==> src/sv/deq_pkg.sv <==
// shared types for the double-ended queue: opcodes, status codes,
// controller states and the controller-to-datapath command group
`default_nettype none

package deq_pkg;

  typedef enum logic [2:0] {
    OP_PUSH_BACK  = 3'd0,
    OP_PUSH_FRONT = 3'd1,
    OP_POP_BACK   = 3'd2,
    OP_POP_FRONT  = 3'd3,
    OP_READ       = 3'd4
  } op_e;

  typedef enum logic [1:0] {
    ST_OK        = 2'd0,
    ST_POP_EMPTY = 2'd1,
    ST_RANGE     = 2'd2,
    ST_PUSH_FULL = 2'd3
  } st_e;

  typedef enum logic [1:0] {
    S_IDLE = 2'd0,
    S_EXEC = 2'd1,
    S_RESP = 2'd2
  } state_e;

  typedef struct packed {
    logic latch;  // capture request fields
    logic exec;   // run the operation on the store and pointers
    logic load;   // fill the result register
  } deq_cmd_t;

endpackage

`default_nettype wire

==> src/sv/deq_dp.sv <==
// datapath of the double-ended queue: element memory, head pointer,
// count and result register; uses deq_pkg, driven by deq_ctrl commands
`default_nettype none

module deq_dp #(
  parameter int unsigned DEPTH = 16,
  parameter int unsigned WIDTH = 32,
  localparam int unsigned PW = $clog2(DEPTH),
  localparam int unsigned CW = $clog2(DEPTH + 1),
  localparam int unsigned IN_W = ((3 + WIDTH + PW + 7) / 8) * 8,
  localparam int unsigned OUT_W = ((WIDTH + 2 + CW + 1 + 7) / 8) * 8
) (
  input  wire logic              clk_i,
  input  wire logic              rst_ni,
  input  wire deq_pkg::deq_cmd_t cmd_i,
  input  wire logic [IN_W-1:0]   in_data_i,
  output logic      [OUT_W-1:0]  out_data_o
);

  localparam logic [PW:0] DEPTH_X = (PW + 1)'(DEPTH);

  logic [2:0]       op_q;
  logic [WIDTH-1:0] val_q;
  logic [PW-1:0]    idx_q;
  logic [PW-1:0]    head_q, head_d;
  logic [CW-1:0]    count_q, count_d;
  deq_pkg::st_e     st_q, st_d;
  logic             rd_ok_q, rd_ok_d;
  logic [WIDTH-1:0] rd_data_q;
  logic [WIDTH-1:0] mem_q [DEPTH];
  logic [OUT_W-1:0] out_q, out_d;

  logic          full, empty, in_range, wr_en;
  logic [PW-1:0] head_inc, head_dec, back_slot, read_slot, wr_slot;

  // circular wrap of head plus offset, sum stays below twice the depth
  function automatic logic [PW-1:0] wrap_slot(input logic [PW:0] s);
    logic [PW:0] t;
    t = s - DEPTH_X;
    return (s >= DEPTH_X) ? t[PW-1:0] : s[PW-1:0];
  endfunction

  always_comb begin
    full      = (count_q == CW'(DEPTH));
    empty     = (count_q == '0);
    head_inc  = (head_q == PW'(DEPTH - 1)) ? '0 : head_q + PW'(1);
    head_dec  = (head_q == '0) ? PW'(DEPTH - 1) : head_q - PW'(1);
    back_slot = wrap_slot({1'b0, head_q} + {1'b0, count_q[PW-1:0]});
    read_slot = wrap_slot({1'b0, head_q} + {1'b0, idx_q});
    in_range  = (CW'(idx_q) < count_q);

    st_d    = deq_pkg::ST_OK;
    rd_ok_d = 1'b0;
    wr_en   = 1'b0;
    wr_slot = back_slot;
    head_d  = head_q;
    count_d = count_q;
    unique case (deq_pkg::op_e'(op_q))
      deq_pkg::OP_PUSH_BACK: begin
        if (full) begin
          st_d = deq_pkg::ST_PUSH_FULL;
        end else begin
          wr_en   = 1'b1;
          count_d = count_q + CW'(1);
        end
      end
      deq_pkg::OP_PUSH_FRONT: begin
        if (full) begin
          st_d = deq_pkg::ST_PUSH_FULL;
        end else begin
          wr_en   = 1'b1;
          wr_slot = head_dec;
          head_d  = head_dec;
          count_d = count_q + CW'(1);
        end
      end
      deq_pkg::OP_POP_BACK: begin
        if (empty) begin
          st_d = deq_pkg::ST_POP_EMPTY;
        end else begin
          count_d = count_q - CW'(1);
        end
      end
      deq_pkg::OP_POP_FRONT: begin
        if (empty) begin
          st_d = deq_pkg::ST_POP_EMPTY;
        end else begin
          head_d  = head_inc;
          count_d = count_q - CW'(1);
        end
      end
      deq_pkg::OP_READ: begin
        if (in_range) begin
          rd_ok_d = 1'b1;
        end else begin
          st_d = deq_pkg::ST_RANGE;
        end
      end
      default: begin
        st_d = deq_pkg::ST_OK;
      end
    endcase
  end

  // result word: read value, status, count, empty flag, zero pad
  always_comb begin
    out_d                  = '0;
    out_d[0 +: WIDTH]      = rd_ok_q ? rd_data_q : '0;
    out_d[WIDTH +: 2]      = st_q;
    out_d[WIDTH + 2 +: CW] = count_q;
    out_d[WIDTH + 2 + CW]  = (count_q == '0);
  end

  always_ff @(posedge clk_i or negedge rst_ni) begin
    if (!rst_ni) begin
      head_q  <= '0;
      count_q <= '0;
    end else if (cmd_i.exec) begin
      head_q  <= head_d;
      count_q <= count_d;
    end
  end

  always_ff @(posedge clk_i) begin
    if (cmd_i.latch) begin
      op_q  <= in_data_i[0 +: 3];
      val_q <= in_data_i[3 +: WIDTH];
      idx_q <= in_data_i[3 + WIDTH +: PW];
    end
    if (cmd_i.exec) begin
      st_q    <= st_d;
      rd_ok_q <= rd_ok_d;
    end
    if (cmd_i.load) begin
      out_q <= out_d;
    end
  end

  // element store, one write port and one registered read port
  always_ff @(posedge clk_i) begin
    if (cmd_i.exec && wr_en) begin
      mem_q[wr_slot] <= val_q;
    end
    if (cmd_i.exec) begin
      rd_data_q <= mem_q[read_slot];
    end
  end

  assign out_data_o = out_q;

endmodule

`default_nettype wire

==> src/sv/deq_ctrl.sv <==
// controller of the double-ended queue: request sequencing and result valid
// uses deq_pkg; issues commands to deq_dp
`default_nettype none

module deq_ctrl (
  input  wire logic         clk_i,
  input  wire logic         rst_ni,
  input  wire logic         in_valid_i,
  output logic              in_ready_o,
  output logic              out_valid_o,
  input  wire logic         out_ready_i,
  output deq_pkg::deq_cmd_t cmd_o
);

  deq_pkg::state_e state_q, state_d;
  logic            out_valid_q, out_valid_d;
  logic            slot_free;

  assign slot_free = !out_valid_q || out_ready_i;

  always_comb begin
    state_d = state_q;
    unique case (state_q)
      deq_pkg::S_IDLE: begin
        if (in_valid_i) begin
          state_d = deq_pkg::S_EXEC;
        end
      end
      deq_pkg::S_EXEC: begin
        state_d = deq_pkg::S_RESP;
      end
      deq_pkg::S_RESP: begin
        if (slot_free) begin
          state_d = deq_pkg::S_IDLE;
        end
      end
      default: begin
        state_d = deq_pkg::S_IDLE;
      end
    endcase
  end

  always_comb begin
    in_ready_o = 1'b0;
    cmd_o      = '0;
    unique case (state_q)
      deq_pkg::S_IDLE: begin
        in_ready_o = 1'b1;
        cmd_o.latch = in_valid_i;
      end
      deq_pkg::S_EXEC: begin
        cmd_o.exec = 1'b1;
      end
      deq_pkg::S_RESP: begin
        cmd_o.load = slot_free;
      end
      default: begin
        cmd_o = '0;
      end
    endcase
  end

  always_comb begin
    out_valid_d = out_valid_q;
    if (cmd_o.load) begin
      out_valid_d = 1'b1;
    end else if (out_ready_i) begin
      out_valid_d = 1'b0;
    end
  end

  always_ff @(posedge clk_i or negedge rst_ni) begin
    if (!rst_ni) begin
      state_q     <= deq_pkg::S_IDLE;
      out_valid_q <= 1'b0;
    end else begin
      state_q     <= state_d;
      out_valid_q <= out_valid_d;
    end
  end

  assign out_valid_o = out_valid_q;

endmodule

`default_nettype wire

==> src/sv/double_ended_queue.sv <==
// top level of the bounded double-ended queue
// uses deq_pkg, deq_ctrl and deq_dp
//
// usage:
//   one request on the slave stream asks for one operation: push back,
//   push front, pop back, pop front, or read at a position from the front.
//   every request returns exactly one result on the master stream with the
//   read value (zero unless a good read), a status code, the count after
//   the operation and an empty flag.
//   a push to a full queue, a pop on an empty queue and a read at or past
//   the count are refused with a status code and leave the queue as it was;
//   unused opcodes do nothing and report ok.
// timing:
//   requests are handled one at a time; a request is taken in the idle
//   state, the store access and pointer update happen in the execute
//   state, and the result register is loaded in the response state once
//   the result slot is free; only then is the next request taken.
//   the registered read port of the element memory calls for that separate load state.
// stall:
//   while the receiver holds tready low the result waits in its register;
//   one more request may be taken and executed, then the block holds.
// reset:
//   asynchronous, active low; clears head pointer, count and handshake
//   state; the element memory keeps its contents and needs no clearing
`default_nettype none

module double_ended_queue #(
  parameter int unsigned DEPTH = 16,  // capacity in elements
  parameter int unsigned WIDTH = 32,  // element width
  localparam int unsigned PW = $clog2(DEPTH),
  localparam int unsigned CW = $clog2(DEPTH + 1),
  localparam int unsigned IN_W = ((3 + WIDTH + PW + 7) / 8) * 8,
  localparam int unsigned OUT_W = ((WIDTH + 2 + CW + 1 + 7) / 8) * 8
) (
  input  wire logic             clk_i,
  input  wire logic             rst_ni,
  // request stream
  input  wire logic             s_axis_tvalid,
  output logic                  s_axis_tready,
  input  wire logic [IN_W-1:0]  s_axis_tdata,   // opcode, value, index, zero pad
  // result stream
  output logic                  m_axis_tvalid,
  input  wire logic             m_axis_tready,
  output logic      [OUT_W-1:0] m_axis_tdata    // read_value, status, count, is_empty, pad
);

  deq_pkg::deq_cmd_t cmd;

  // sequencing of request, execution and result load
  deq_ctrl u_ctrl (
    .clk_i       (clk_i),
    .rst_ni      (rst_ni),
    .in_valid_i  (s_axis_tvalid),
    .in_ready_o  (s_axis_tready),
    .out_valid_o (m_axis_tvalid),
    .out_ready_i (m_axis_tready),
    .cmd_o       (cmd)
  );

  // circular store with head pointer and count, result register
  deq_dp #(
    .DEPTH (DEPTH),
    .WIDTH (WIDTH)
  ) u_dp (
    .clk_i      (clk_i),
    .rst_ni     (rst_ni),
    .cmd_i      (cmd),
    .in_data_i  (s_axis_tdata),
    .out_data_o (m_axis_tdata)
  );

endmodule

`default_nettype wire

==> config.mk <==
export PLATFORM = sky130hd
export DESIGN_NAME = double_ended_queue
export DESIGN_NICKNAME = d
export VERILOG_FILES = /design/src/sv/deq_pkg.sv /design/src/sv/deq_dp.sv /design/src/sv/deq_ctrl.sv /design/src/sv/double_ended_queue.sv
export SDC_FILE = /design/constraint.sdc
export NUM_CORES = 1
export LEC_CHECK = 0
export BUFFER_PORTS_ARGS = -buffer_cell sky130_fd_sc_hd__buf_2
export CAP_MARGIN = 20
export CORE_UTILIZATION = 60
export DETAILED_ROUTE_END_ITERATION = 10
export PLACE_DENSITY = 0.78
export SKIP_CTS_REPAIR_TIMING = 1
export SLEW_MARGIN = 20
export SYNTH_ARGS = -nofsm -noshare
export SYNTH_HDL_FRONTEND = slang
export SYNTH_SLANG_ARGS = --single-unit
==> constraint.sdc <==
create_clock -name clk_i -period 5.03 [get_ports clk_i]
set_clock_uncertainty 0.2 [all_clocks]
set_input_delay 0.7545 -clock clk_i [delete_from_list [all_inputs] [get_ports clk_i]]
set_output_delay 0.7545 -clock clk_i [all_outputs]
set_load 0.01 [all_outputs]
# Word level (Yosys, flattened, before mapping)
# Memories as Yosys holds them, arrays and structs flattened. A register that Yosys moved wholly into a read port is not among the register bits.
# Cells that the tools add are included.
[word_totals]
ff_bits = 94
latchBits = 0
mem_bits_rw = 512
mem_bits_ro = 0
output_inout_bits = 42
wordCells = 82
memories = 1
[classes]
n_addsub = 8
mul = 0
div = 0
n_lt_le_gt_ge = 3
n_eq_ne = 14
shifts = 0
muxes = 30
n_bitwise = 0
reduce_logical = 15
[memory_table]
columns = ["memory", "depth", "word_bits", "read_ports", "rd_ports_with_merged_regs", "wr", "line", "text"]
rows = [
  ["u_dp.mem_q", 16, 32, 1, 1, 1, "deq_dp.sv:30", "logic [WIDTH-1:0] mem_q [DEPTH];"],
]
[ops]
columns = ["operator", "n"]
rows = [
  ["4-bit 2-to-1 mux", 8],
  ["1-bit 2-to-1 mux", 12],
  ["2-bit case mux with 3 select lines", 2],
  ["4-bit by 1-bit subtractor with 4-bit output, second input constant", 3],
  ["4-bit by 4-bit adder with 5-bit output", 2],
  ["5-bit >= comparator, second input constant", 2],
  ["5-bit 2-to-1 mux", 2],
  ["2-bit != test, second input constant", 5],
  ["5-bit case mux with 2 select lines", 1],
  ["2-bit 2-to-1 mux", 4],
  ["4-bit case mux with 2 select lines", 1],
  ["4-bit AND reduction", 2],
  ["3-bit by 2-bit equality test with 1-bit output, second input constant", 2],
  ["2-bit nonzero test", 3],
  ["5-bit by 1-bit adder with 5-bit output, second input constant", 1],
  ["5-bit equality test, second input constant", 1],
  ["5-bit zero test", 1],
  ["4-bit by 5-bit less-than comparator with 1-bit output", 1],
  ["5-bit by 1-bit subtractor with 5-bit output, second input constant", 1],
  ["4-bit by 1-bit adder with 4-bit output, second input constant", 1],
  ["4-bit equality test, second input constant", 1],
  ["4-bit zero test", 1],
  ["2-bit OR reduction", 2],
  ["3-bit by 1-bit equality test with 1-bit output, second input constant", 1],
  ["10 further kinds", 10],
]

# Longest topological paths before layout
# Gate-level depths: netlist (run 1).
[depth]
ltp_word = 6
depth_mapped = 10
ltp_nobuf = 9

# Modules after synthesis
# Synthesis (run 1) repeated with hierarchy kept, for this count alone.
[unflattened]
cells_unflattened = 1156
area_unflattened_um2 = 24427.2
[modules_own_cells]
columns = ["mod", "n_inst", "cells_per_inst", "area_per_inst_um2"]
rows = [
  ["deq_dp", 1, 1143, 24287.0],
  ["deq_ctrl", 1, 13, 140.1],
]

# Worst setup path after synthesis (run 1)
# Ideal clock, no wire load.
[synth_path]
path_kind = "reg-to-reg"
startpoint = "reg u_dp.count_q[0]"
endpoint = "mem u_dp.mem_q[10][0] (enable)"
arrival_ns = 3.449
required_time_ns = 4.409
setup_slack_ns = 0.960
path_stages_with_launch = 9
path_buffers = 0
synth_period_minus_slack_ns = 4.070
cell_sequence = "dfrtp_1 ha_1 inv_1 fa_1 mux2_2 a2111oi_4 nor3b_2 nand2_1 nor2_1"
[synth_between]
elab_chain_cells = 6
[synth_rtl]
columns = ["element", "line", "text"]
rows = [
  ["start, declared", "deq_dp.sv:26", "logic [CW-1:0] count_q, count_d;"],
  ["start signal, assigned", "deq_dp.sv:120", "count_q <= count_d;"],
  ["parallel branches: the longest is 6 deep, another holds 4-bit by 4-bit adder with 5-bit output", "n/a", ""],
  ["end, declared", "deq_dp.sv:30", ""],
]
# Parallel ways; which one is timed is not known.

# Worst setup path after layout (run 1)
[layout_path]
startpoint = "reg u_dp.head_q[0]"
endpoint = "mem u_dp.mem_q[2][11] (enable)"
[layout_between]
elab_chain_cells = 5
[layout_rtl]
columns = ["element", "line", "text"]
rows = [
  ["start, declared", "deq_dp.sv:25", "logic [PW-1:0] head_q, head_d;"],
  ["start signal, assigned", "deq_dp.sv:116", "head_q <= '0;"],
  ["start signal, assigned", "deq_dp.sv:119", "head_q <= head_d;"],
  ["4-bit by 4-bit adder with 5-bit output", "deq_dp.sv:48", "back_slot = wrap_slot({1'b0, head_q} + {1'b0, count_q[PW-1:0]});"],
  ["4-bit by 1-bit subtractor with 4-bit output / 5-bit >= comparator (equally long branches)", "deq_dp.sv:39, deq_dp.sv:40", ""],
  ["4-bit 2-to-1 mux", "deq_dp.sv:40", "return (s >= DEPTH_X) ? t[PW-1:0] : s[PW-1:0];"],
  ["4-bit 2-to-1 mux", "deq_dp.sv:68", "if (full) begin"],
  ["4-bit 2-to-1 mux (*)", "deq_dp.sv:58", "unique case (deq_pkg::op_e'(op_q))"],
]
# Mark *: on every way between the ends. The rest lies on a longest branch, timed or not.

==> results of run 1 <==
==> cell usage after synthesis (9+ instances only) <==
| cell | n | share of area |
|---|---|---|
| a211oi_1 | 33 | 0.010 |
| a21oi_1 | 11 | 0.0022 |
| a31oi_1 | 33 | 0.0084 |
| and2_1 | 65 | 0.017 |
| buf_2 | 14 | 0.0029 |
| buf_4 | 9 | 0.0028 |
| clkbuf_1 | 29 | 0.0044 |
| dfrtp_1 | 12 | 0.012 |
| edfxtp_1 | 626 | 0.77 |
| ha_1 | 14 | 0.0072 |
| inv_1 | 12 | 0.0018 |
| mux4_2 | 128 | 0.12 |
| nand2_1 | 83 | 0.013 |
| nor2_1 | 24 | 0.0037 |
==> worst max path at each step <==
| stage | from | end | cells past startpoint |
|---|---|---|---|
| finish | u_dp.head_q[0] | u_dp.mem_q[2][11] | 9 |
| global route | u_dp.head_q[0] | u_dp.mem_q[2][11] | 9 |
| CTS | u_dp.head_q[0] | u_dp.mem_q[2][11] | 9 |
| detailed placement | u_dp.head_q[0] | u_dp.mem_q[6][25] | 9 |
| global placement | u_dp.head_q[0] | u_dp.mem_q[6][25] | 9 |
| floorplan | u_dp.count_q[0] | u_dp.mem_q[10][0] | 8 |
==> flip-flops by register name (all words and copies together), names as in the netlist <==
name                flops
u_ctrl.state_q          2
u_dp.out_data_o        40
u_dp.val_q             32
u_dp.head_q             4
u_dp.st_q               2
u_dp.op_q               3
u_dp.idx_q              4
u_ctrl.out_valid_o      1
u_dp.rd_ok_q            1
u_dp.mem_q            512
u_dp.count_q            5
u_dp.rd_data_q         32
==> cells by family (layout without fill, tap and decap cells) <==
kind of cell,after synthesis,after routing,share of synthesized area
xor+xnor,14,14,0.005012
buf+inv,66,246,0.01222
mux,136,136,0.1216
simple gates,195,195,0.04050
fa+ha+maj,17,17,0.009614
compound gates,103,103,0.03053
flops,638,638,0.7806
==> worst register-to-register path, stage by stage, from the launching register on <==
cell and delay [ns]:
dfrtp_1 0.62, ha_1 0.27, inv_1 0.06, fa_1 0.44
mux2_2 0.30, a2111oi_4 0.37, nor3b_2 0.25, nand2_1 0.17
nor2_4 0.59, buf_12 0.29
==> final cells by class <==
cell class | instances | area (um^2)
Sequential cell | 638 | 19100
Clock buffer | 72 | 1568
Clock inverter | 39 | 277.8
Tap cell | 525 | 656.9
Timing Repair Buffer | 123 | 882.1
Fill cell | 2422 | 12220
Multi-Input combinational cell | 465 | 5260
Inverter | 12 | 45.04
==> layer usage <==
layer | part of all wire | up-vias
li1 | - | 5024
met1 | 0.40 | 6032
met2 | 0.49 | 629
met3 | 0.084 | 102
met4 | 0.026 | 2
met5 | 0.00026 | -
==> placed cells by master (no fill, tap or decap), drive strengths merged, types with 3 or more instances in the layout <==
master    n
edfxtp  626
mux4    128
buf     122
nand2    83
clkbuf   72
and2     67
a211oi   34
a31oi    33
clkinv   33
nor2     24
ha       14
inv      13
dfrtp    12
a21oi    11
o21ai     7
xor2      7
xnor2     7
a21o      5
mux2i     5
nor2b     5
nor3b     4
nand2b    3
bufinv    3
mux2      3
fa        3
==> metrics by stage <==
stage | utilization | std cells | total power, uW | worst slack (ns) | hold WS (ns)
floorplan | - | 1169 | 10610 | 0.9605 | 0.2003
global placement | 0.6479 | 1761 | 12200 | 1.182 | 0.2010
detailed placement | 0.6482 | 1762 | 12360 | 1.126 | 0.2120
CTS | 0.6943 | 1873 | 16620 | 1.099 | -0.1947
global route | 0.6946 | 1874 | 17210 | 0.8996 | 0.08385
finish | 0.6946 | 1874 | 16470 | 1.136 | 0.1209
==> power groups by stage <==
stage / logic [uW] / clock network (uW) / registers (uW)
finish: 5310 / 4240 / 6930
global route: 5740 / 4500 / 6980
CTS: 5390 / 4300 / 6930
detailed placement: 5330 / 0 / 7030
global placement: 5190 / 0 / 7010
floorplan: 3690 / 0 / 6920
==> reports/summary.md, run 1 <==
The proportion of layout cells with a drive suffix above 1 is 0.2743. The number of clock buffers added by TritonCTS is 59. STA classifies the critical path startpoint as a flip-flop. Dividing total power by cell area gives a power density of 592.8 nW/um^2. The layout overhead on the synthesized area works out to 13.57%.

The post-synthesis average cell area was 20.93 um^2; the maximum count of clock buffers along a single path was 3. The number of core rows came out at 73. The critical path goes through ha_1, inv_1, fa_1, mux2_2, a2111oi_4, nor3b_2, nand2_1, nor2_4, buf_12. The initial cell density of the core was 0.6116; the met1 usage in global routing was 0.3556. For the worst setup path, the data arrival time is 3.99 ns. For flop-to-flop paths, the worst setup slack is 1.14 ns. Once placement finished, the instance area stood at 25930 um^2.

For the worst setup path, the data required time is 5.12 ns. Top achievable clock speed: 256.8 MHz. The first global-routing pass estimated 75490 um of wire. For this run, the detailed router's first-pass iteration total came to 5. The total standard cell area after synthesis is 24470 um^2, and the number of vias after detailed routing is 11789.

The tools report the via count of the first global-routing pass as 12220. The clock share of power is 0.257, and the number of cells on the worst hold path is 1. Clock latency on the worst-skew pair, taken at its later pin, is 0.61 ns. The tools report the worst-case headroom to the max-slew limit as 0.2613. Share of async-settable or async-resettable flops after synthesis: 0.01881.

The endpoint identified for the worst register-to-register timing path is u_dp.mem_q[2][11]. Among all stages on the critical path, the largest delay is contributed by dfrtp_1. Final antenna diode count: 0. The switching portion of total power is 0.3154, and the final cell area excluding filler cells is 27790 um^2. The tools report the number of max-slew violations in the final report as 0. In this run the worst path has a maximum fanout of 19. The distinct cell type count after synthesis is 48, and the floorplan die height is 203.9 um. For the post-route antenna net violation count, the log shows 0. VDD sags by at most 0.6302 mV. For the relative contribution of sequential cells to total power, the log shows 0.421. The final clock period utilization by the worst path is 0.7742. The flow ran to the end, and the final reports show no timing, DRC or antenna violations. Family of cells with the greatest summed delay on the critical path: simple AND/OR/NAND/NOR gates.

Clock tree synthesis found a total of 638 sinks. Summed over all cells, the static leakage comes to 0.009048 uW. The level count of the clock H-tree came out at 2. The die is 203.9 um wide. The register bit count reported by yosys was 638. Clock-pin slew was measured on the worst setup and hold paths at 0.06 ns. The logs give 0.2513 for the overall track demand over capacity in global routing and 0.04369 for the fraction of met3 tracks used by global routing. In the final design database the tool counted 1360 nets.

The count of max-cap constraint violations was 0. After detailed routing, the total wire length is 49850 um. The buffers plus inverters on the worst setup path came out at 2. Input and output buffers added on the ports amount to 84. The met2 track demand over resource in global routing is 0.4048. Time the worst path needs with I/O delays and setup: 3.894 ns. The combinational cell fraction of total power was 0.322; the largest stage delay on the critical path was 0.62 ns. The total area inside the core boundary comes to 40010 um^2. The worst setup path is captured at a flip-flop. The end of the worst hold path is u_dp.val_q[25].

86 I/O pins were placed. Internal power comes to 11280 uW. The primary flip-flop cell chosen by synthesis mapping is edfxtp_1. Setup repair after global routing left no endpoint under its margin. Entering global routing, the biggest net connects 65 pins.

The global routing stage identified its most utilized layer as met2. The tools report the number of instances in the synthesized netlist as 1169. The number of nets handed over by synthesis was 1230. Classification of the worst-slack hold path: in2reg.

The Yosys step of the flow raised 0 warnings. The critical path in this run is classified as reg2reg. For the total count of hold-check failures in the final report, the log shows 0.

The final-report setup violation count is 0, and the wire length per cell is 26.60 um. The sequential cell area fraction in the yosys report was 0.7806; the transition at the pin with the smallest max-transition slack was 1.087 ns. For this run, design rule violations remaining after detail routing come to 0. The wire-length estimate of the detail-placed layout is 26620 um. The initial antenna violation count is 2. In this run, the number of DRC markers left after iteration 0 of detailed routing was 1346. The root buffer cell chosen for the clock tree is clkbuf_16. Average via count per standard cell: 6.291. The launching point of the worst reg2reg path is u_dp.head_q[0]. Adding up every negative setup slack in the final design gives 0 ns. The overall die area was 41590 um^2.

Summed over all nets, the switching power comes to 5196 uW. The tools report the beginning of the worst hold path as s_axis_tdata[28]. The congestion estimate from routability-driven global placement came to 0.7865. TritonCTS built the clock tree.

Yosys mapped a number of flops with a built-in enable equal to 626. Measured in cells, the most critical reg-to-reg path has a length of 9. For the total overflow reported by the global router, the log shows 0.
(Power assumes the default switching activity.)
==> run 2: changes to the inputs <==
--- a/config.mk
+++ b/config.mk
@@ -7,9 +7,9 @@
 export LEC_CHECK = 0
 export BUFFER_PORTS_ARGS = -buffer_cell sky130_fd_sc_hd__buf_2
 export CAP_MARGIN = 20
-export CORE_UTILIZATION = 60
+export CORE_UTILIZATION = 55
 export DETAILED_ROUTE_END_ITERATION = 10
-export PLACE_DENSITY = 0.78
+export PLACE_DENSITY = 0.75
 export SKIP_CTS_REPAIR_TIMING = 1
 export SLEW_MARGIN = 20
 export SYNTH_ARGS = -nofsm -noshare
==> constraint.sdc (replaced) <==
create_clock -name clk_i -period 3.4 [get_ports clk_i]
set_clock_uncertainty 0.2 [all_clocks]
set_input_delay 0.51 -clock clk_i [delete_from_list [all_inputs] [get_ports clk_i]]
set_output_delay 0.51 -clock clk_i [all_outputs]
set_load 0.01 [all_outputs]
==> run 2 against run 1 <==
Net effect:
- clock power is 65% higher
- worst hold slack worse by 0.11 ns
- first-iteration DRC count is 16% lower
- non-clock buffer count is 62 higher
- register-to-register slack worse by 0.97 ns
- routed wire length is 0.44% lower
- core utilization is 3.2 points lower
- die area is 9.0% higher
==> reports/summary.md, run 2 (synthesis results as in run 1) <==
In this run the clock root is driven by a clkbuf_16. The minimum hold slack was 0.01295 ns (-0.1080 ns). The worst register-to-register path begins at u_dp.head_q[0].

DRC violations left: 0 (unchanged). In the layout the commonest cells are edfxtp_1 (626), mux4_2 (128), buf_2 (84), nand2_1 (83), and2_1 (64). Via count of the first global-routing pass: 12083 (-1.1%). The total wire length after detailed routing came out at 49640 um (-0.44%). The initial cell density of the core was 0.5630 (-0.04857); the leakage power summed over all cells was 0.009474 uW (+4.7%). Initial antenna violation count: 0 (-2). STA classifies the critical path startpoint as a flip-flop.

Number of max-slew violations in the final report: 0 (unchanged). The run gives 0.278 (+0.021) as the clock share of power. The floorplan die height is 212.9 um (+4.4%), and the total core area is 43460 um^2 (+8.6%). The kind of capture point of the worst setup path is a flip-flop. The transition at the pin with the smallest max-transition slack was 0.7611 ns (-0.3255 ns). The number of flip-flops in the largest register came out at 512 (unchanged).

The average via count per standard cell was 5.935 (-5.7%). The maximum count of clock buffers along a single path is 3 (unchanged). The clock-pin slew on the worst setup and hold paths came out at 0.06 ns (about the same). The largest stage delay on the critical path was 0.43 ns (-0.19 ns); the total half-perimeter wirelength after legalization and detailed placement was 26450 um (-0.64%). The flow ran to the end, and the final reports show no timing, DRC or antenna violations. For the worst-case headroom to the max-slew limit, the log shows 0.4926 (+0.2313). In this run the critical register-to-register path is captured at u_dp.mem_q[2][12]. The number of core rows was 76 (+4.1%).

The maximum number of pins on one net before global-route repair is 65 (unchanged), and the area occupied by multi-input gates is 5269 um^2 (+0.17%). The total internal power came out at 17390 uW (+54%). The number of CTS-inserted buffers came out at 60 (+1.7%).

The logs give 3.52 ns (-1.60 ns) for the worst path required time and 0.2280 (-0.02329) for the overall track demand over capacity in global routing. Leaving out fill and tap cells, the most frequent cell in the layout is edfxtp_1. Data arrival time of the critical path: 3.35 ns (-0.64 ns).

The proportion of layout cells with a drive suffix above 1 was 0.2877 (+0.01346); the level count of the clock H-tree was 2 (unchanged). The switching component of the power is 7735 uW (+49%). The number of I/O port buffers is 84 (unchanged). The critical path is of the reg2reg type. The final antenna diode count was 0 (unchanged). The number of filler cells placed in the layout came out at 2762 (+14%). The register-to-register path setup slack is 0.17 ns (-0.97 ns), and the flip-flop and latch area is 19100 um^2 (unchanged). The top-level port count was 86 (unchanged); the wire length of the first global-routing pass was 73990 um (-2.0%). The standard cell with the maximum stage delay on the critical path is dfrtp_1. The run gives 638 (unchanged) as the number of sinks handled by clock tree synthesis.

The post-route antenna net violation count was 0 (unchanged); the placed standard-cell area was 26310 um^2 (+1.4%). For the relative contribution of sequential cells to total power, the log shows 0.405 (-0.016). The power density of the placed cells works out to 872.4 nW/um^2 (+47%). TritonCTS built the clock tree. The total count of hold-check failures in the final report was 0 (unchanged).

For the top achievable clock speed, the log shows 309.4 MHz (+20%). The logs give 5 (unchanged) for the iteration count of the initial detailed-routing pass and 28800 um^2 (+3.6%) for the final cell area excluding filler cells. The kind of cell with the highest combined delay along the critical path is simple AND/OR/NAND/NOR gates. The layout overhead on the synthesized area is 17.71%.

The largest fanout on the critical path works out to 14 (-5). In this run the most critical hold path is launched from m_axis_tready. For the highest ir drop seen on vdd, the log shows 0.9178 mV (+46%).

Traced cell by cell, the critical path runs through ha_1, inv_1, fa_1, mux2_2, a2111oi_4, nor3b_2, nand2_1, nor2_4, buf_12. Wire length per cell: 24.87 um (-6.5%). For the count of routing violations after the opening detailed-route iteration, the log shows 1129 (-16%). The run gives 11846 (+0.48%) as the number of vias after detailed routing.

The classification of the worst-slack hold path was in2reg. The overall die area was 45330 um^2 (+9.0%); the final-report setup violation count was 0 (unchanged). The tools report the combinational cell fraction of total power as 0.317 (-0.005).

Setup repair after global routing left no endpoint under its margin. The switching portion of total power came out at 0.3078 (-0.007560). The length in cells of the worst reg-to-reg path works out to 9 (unchanged).

The logs give 0 (unchanged) for the count of max-cap constraint violations and 0 (unchanged) for the total overflow reported by the global router. The final clock period utilization by the worst path came out at 0.9506 (+0.1763). The global placer's final weighted congestion came out at 0.7622 (-3.1%). Number of cells on the worst hold path: 3 (+2). Ranked by flip-flop count, first place goes to u_dp.mem_q. The width of the die came out at 212.9 um (+4.4%). The path with the worst hold slack has its endpoint at u_ctrl.out_valid_o. Final net count: 1423 (+4.6%).

The buffers plus inverters on the worst setup path was 2 (unchanged). The time the worst path needs with I/O delays and setup came out at 3.232 ns (-0.6625 ns). The run gives 0.63 ns (+0.02 ns) as the latest clock arrival within the worst-skew pair.
-- run 2: area by class of cell --
cell class,count,area share
clock buffers,69,0.05404
clock inverters,42,0.01803
inverters,12,0.001564
multi-input cells,465,0.1829
flip-flops and latches,638,0.6631
well taps,585,0.02541
repair buffers,185,0.05491
-- run 2: stage by stage --
step	worst slack, ns	setup TNS [ns]	utilization	instances	power (uW)
after global routing	0.07680	0	0.6628	1996	26230
after CTS	0.1310	0	0.6531	1955	25290
after global placement	0.2255	0	0.6054	1844	18140
after floorplan	-0.5155	-65.79	-	1169	15760
final	0.1681	0	0.6628	1996	25130
after detailed placement	0.1459	0	0.6054	1844	18280
-- run 2: power groups by stage --
stage          Sequential (uW)  Combinational, uW  Clock (uW)
6_report                 10200               7970        6980
5_1_grt                  10200               8630        7360
4_1_cts                  10200               8020        7090
3_5_place_dp             10300               7950           0
3_3_place_gp             10300               7850           0
2_1_floorplan            10200               5520           0
-- run 2: worst max-delay path by stage --
stage,startpoint,end,slack [ns],depth (start not counted)
2_1_floorplan,u_dp.count_q[0],u_dp.mem_q[0][0],-0.52,8
3_3_place_gp,u_dp.head_q[0],u_dp.mem_q[2][13],0.23,9
3_5_place_dp,u_dp.head_q[0],u_dp.mem_q[15][20],0.15,9
4_1_cts,u_dp.head_q[0],u_dp.mem_q[15][21],0.13,9
5_1_grt,u_dp.head_q[0],u_dp.rd_data_q[19],0.08,8
6_report,u_dp.head_q[0],u_dp.mem_q[2][12],0.17,9
-- run 2: metal layers --
layer  share of wire  GRT usage
met1            0.42     0.3143
met2            0.49     0.3736
met3           0.064    0.04339
met4           0.023    0.06921
met5               0          0
-- run 2: worst min-delay path: cells and delay by family --
family / cells / cell delay [ns]
buf+inv: 1 / 0.07
simple gates: 2 / 0.21
==> run 3: changes to the inputs <==
--- a/config.mk
+++ b/config.mk
@@ -5,11 +5,12 @@
 export SDC_FILE = /design/constraint.sdc
 export NUM_CORES = 1
 export LEC_CHECK = 0
+export ABC_AREA = 1
 export BUFFER_PORTS_ARGS = -buffer_cell sky130_fd_sc_hd__buf_2
 export CAP_MARGIN = 20
-export CORE_UTILIZATION = 55
+export CORE_UTILIZATION = 56
 export DETAILED_ROUTE_END_ITERATION = 10
-export PLACE_DENSITY = 0.75
+export PLACE_DENSITY = 0.76
 export SKIP_CTS_REPAIR_TIMING = 1
 export SLEW_MARGIN = 20
 export SYNTH_ARGS = -nofsm -noshare
==> run 3 against run 2 <==
Net effect:
- fmax increased by 3.0%
- combinational power up 18%
- synthesized area increased by 6.8%
- sequential power is essentially flat
- largest cell class unchanged
==> reports/summary.md, run 3 <==
STA classifies the critical path startpoint as a flip-flop. The overall track demand over capacity in global routing came out at 0.2353 (+0.007277). The clock share of power was 0.267 (-0.011).

In the post-synthesis netlist, the cell with the most instances is edfxtp_1. Total negative slack for setup checks: 0 ns (unchanged). The run gives 0.4094 (-0.08316) as the worst-case headroom to the max-slew limit. The logs give 0 (unchanged) for the number of max-slew violations in the final report and 0 (unchanged) for the count of max-cap constraint violations.

The startpoint identified for the worst register-to-register timing path is u_dp.head_q[0]. The root cell of the clock tree was clkbuf_16. The initial antenna violation count was 0 (unchanged); the highest ir drop seen on vdd was 0.9520 mV (+3.7%).

The time the worst path needs with I/O delays and setup is 3.136 ns (-0.09556 ns), and the total overflow reported by the global router is 0 (unchanged). By startpoint and endpoint, the worst setup path is classified as reg2reg. The floorplan die height was 218.0 um (+2.4%). The total half-perimeter wirelength after legalization and detailed placement is 30080 um (+14%), and the relative contribution of sequential cells to total power is 0.381 (-0.024). The top cell types in the final layout, fill and taps aside, are edfxtp_1 (626), inv_1 (319), nand2_1 (261), nand3_1 (211), o211ai_1 (129).

The tools report the total standard cell area after synthesis as 26130 um^2 (+6.8%). Final-report setup violation count: 0 (unchanged). The number of I/O port buffers came out at 84 (unchanged). The length in cells of the worst reg-to-reg path is 9 (unchanged), and the share of async-settable or async-resettable flops after synthesis is 0.01881 (unchanged). The total core area was 45670 um^2 (+5.1%).

The post-layout worst setup margin came out at 0.2637 ns (+0.09556 ns). The run gives 0.7310 (-0.04953) as the sequential cell area fraction in the yosys report. The overall die area was 47520 um^2 (+4.8%); the post-route antenna net violation count was 0 (unchanged). The count of routing violations after the opening detailed-route iteration came out at 1706 (+51%).

The wire length per cell is 19.80 um (-20%). The number of core rows was 78 (+2.6%). The post-synthesis average cell area is 12.92 um^2 (-38%), and the switching portion of total power is 0.3594 (+0.05153).

The distinct cell type count after synthesis is 33 (-31%), and the leakage power summed over all cells is 0.01137 uW (+20%). The logs give 55710 um (+12%) for the total wire length after detailed routing and 318.8 MHz (+3.0%) for the top achievable clock speed. The layout overhead on the synthesized area is 14.69%. For the initial cell density of the core, the log shows 0.5720 (+0.008967).

The tools report the number of vias after detailed routing as 15790 (+33%). u_dp.mem_q holds more flip-flops than any other register. TritonCTS built the clock tree. The register bit count reported by yosys came out at 638 (unchanged). The logs give 0 (unchanged) for the total number of yosys warnings and 22500 um (+8.3%) for the met1 layer wirelength in the final routing. The run gives 9587 uW (+24%) as the switching component of the power. The number of sinks handled by clock tree synthesis is 638 (unchanged).

The leading cell type in the layout, fill and taps excluded was edfxtp_1. STA classifies the critical path endpoint as a flip-flop. For the total internal power, the log shows 17090 uW (-1.7%). The final antenna diode count is 0 (unchanged), and the maximum number of pins on one net before global-route repair is 145 (+120%). The wire length of the first global-routing pass is 83650 um (+13%). The level count of the clock H-tree was 2 (unchanged). The width of the die came out at 218.0 um (+2.4%). The global placer's final weighted congestion is 0.8023 (+5.3%). The maximum count of clock buffers along a single path is 3 (unchanged), and the met3 layer wire length in the routed design is 4376 um (+37%). Via count of the first global-routing pass: 15067 (+25%). By area the synthesized netlist is led by edfxtp_1 (72%), inv_1 (4.6%), nand3_1 (4.0%), nand2_1 (3.8%), o211ai_1 (3.7%). The largest fanout on the critical path works out to 20 (+6). Setup repair after global routing left no endpoint under its margin. The top-level port count came out at 86 (unchanged). The DRC violations left was 0 (unchanged); the number of CTS-inserted buffers was 61 (+1.7%). The proportion of layout cells with a drive suffix above 1 is 0.1323 (-0.1554). The uppermost layer routed is met4.

Register-to-register path setup slack: 0.26 ns (+0.10 ns). The synthesized design spends more area on one cell type than any other, namely edfxtp_1. The average via count per standard cell is 5.611 (-5.5%).

The number of flip-flops in the largest register was 512 (unchanged); the number of instances in the synthesized netlist was 2022 (+73%). The worst path required time is 3.46 ns (-0.06 ns), and the transition at the pin with the smallest max-transition slack is 0.8859 ns (+0.1247 ns). The power density of the placed cells works out to 890.4 nW/um^2 (+2.1%).

The final clock period utilization by the worst path came out at 0.9224 (-0.02811). Among all flip-flop cells after synthesis, the most frequent one is edfxtp_1. The tools report the count of placed standard cells including taps as 2659 (+44%). For the routed wire length on met2, the log shows 27030 um (+10%). Worst slack after detailed placement: 0.3388 ns (+0.1930 ns). The run finished with clean final reports.

For the final net count, the log shows 2225 (+56%). The combinational cell fraction of total power came out at 0.352 (+0.035). Latest clock arrival within the worst-skew pair: 0.63 ns (about the same). The iteration count of the initial detailed-routing pass is 6 (+1), and the share of Yosys cell area claimed by the top area cell type is 0.7195 (-0.04875). The tools report the total count of hold-check failures in the final report as 0 (unchanged). The commonest cells after synthesis are edfxtp_1 (626), inv_1 (320), nand2_1 (261). In this run the critical register-to-register path is captured at u_dp.mem_q[6][19]. Final standard cell count with taps included and fillers excluded: 2814 (+41%). The min-delay analysis places its worst path in the category in2async. The net count of the mapped netlist was 2083 (+69%); the count of flip-flops with a built-in enable after synthesis was 626 (unchanged). The run gives 3.19 ns (-0.16 ns) as the data arrival time of the critical path. The clock-pin slew on the worst setup and hold paths came out at 0.06 ns (about the same).
[run 3: cell count changes after synthesis, sizes merged, moves of 10 or more]
cell / delta
a211oi: -34
a21oi: +121
a31oi: -33
and2: -67
buf: +51
inv: +312
mux4: -128
nand2: +185
nand3: +216
nor2: +10
o211ai: +128
o21ai: +132
[run 3: metal layers]
layer / vias to the layer above / global-route usage
met1: 7594 / 0.3123
met4: 0 / 0.09860
met5: - / 0
li1: 7402 / -
met2: 669 / 0.3874
met3: 125 / 0.03808
[run 3: how the worst max path moves through the flow]
stage / startpoint / end / slack [ns]
finish: u_dp.head_q[0] / u_dp.mem_q[6][19] / 0.26
global placement: u_dp.head_q[0] / u_dp.mem_q[6][19] / 0.41
detailed placement: u_dp.head_q[0] / u_dp.mem_q[6][19] / 0.34
floorplan: u_ctrl.state_q[1] / u_dp.mem_q[10][0] / -0.30
CTS: u_dp.head_q[0] / u_dp.mem_q[6][19] / 0.30
global route: u_dp.head_q[1] / u_dp.mem_q[1][19] / 0.10
[run 3: power groups by stage]
stage               registers, uW  logic [uW]  clock network, uW
CTS                         10200        9370               7210
finish                      10200        9400               7110
global placement            10300        8930                  0
global route                10200       10400               7500
detailed placement          10300        9260                  0
floorplan                   10200        7000                  0
[run 3: cell type report]
cell class	instances	area, um^2
sequential	638	19100
clock inverter	41	534.3
fill	3136	15710
clock buffer	72	1589
multi-input combinational	951	5195
timing repair buffer	187	1574
tap	600	750.7
inverter	325	1221
[run 3: critical path, stage by stage, from the launching register on]
cell and delay, ns:
dfrtp_1 0.52, ha_1 0.24, inv_1 0.06, fa_1 0.45
inv_1 0.07, nand2_1 0.05, nand2_1 0.09, nand3_1 0.40
nor2_4 0.25, buf_4 0.43
[run 3: stage by stage]
step	hold WS (ns)	instance area [um^2]	util	total power, uW
final	0.1303	29960	0.6560	26680
after global routing	0.1371	29960	0.6560	28130
after CTS	-0.4545	29540	0.6468	26740
after detailed placement	0.2101	27420	0.6003	19580
after global placement	0.2017	27420	0.6003	19210
after floorplan	0.01441	26130	-	17210
[run 3: logic make-up (layout without fill, tap and decap cells)]
kind of cell               Yosys count  after routing  share of synthesized area
DFF                                638            638                     0.7310
and+or+nand+nor                    524            524                    0.08875
buffers and inverters              433            625                    0.07692
AOI/OAI and AO/OA                  401            401                    0.09128
adders and majority gates           17             17                   0.009004
xor gates and xnor gates             9              9                   0.003017
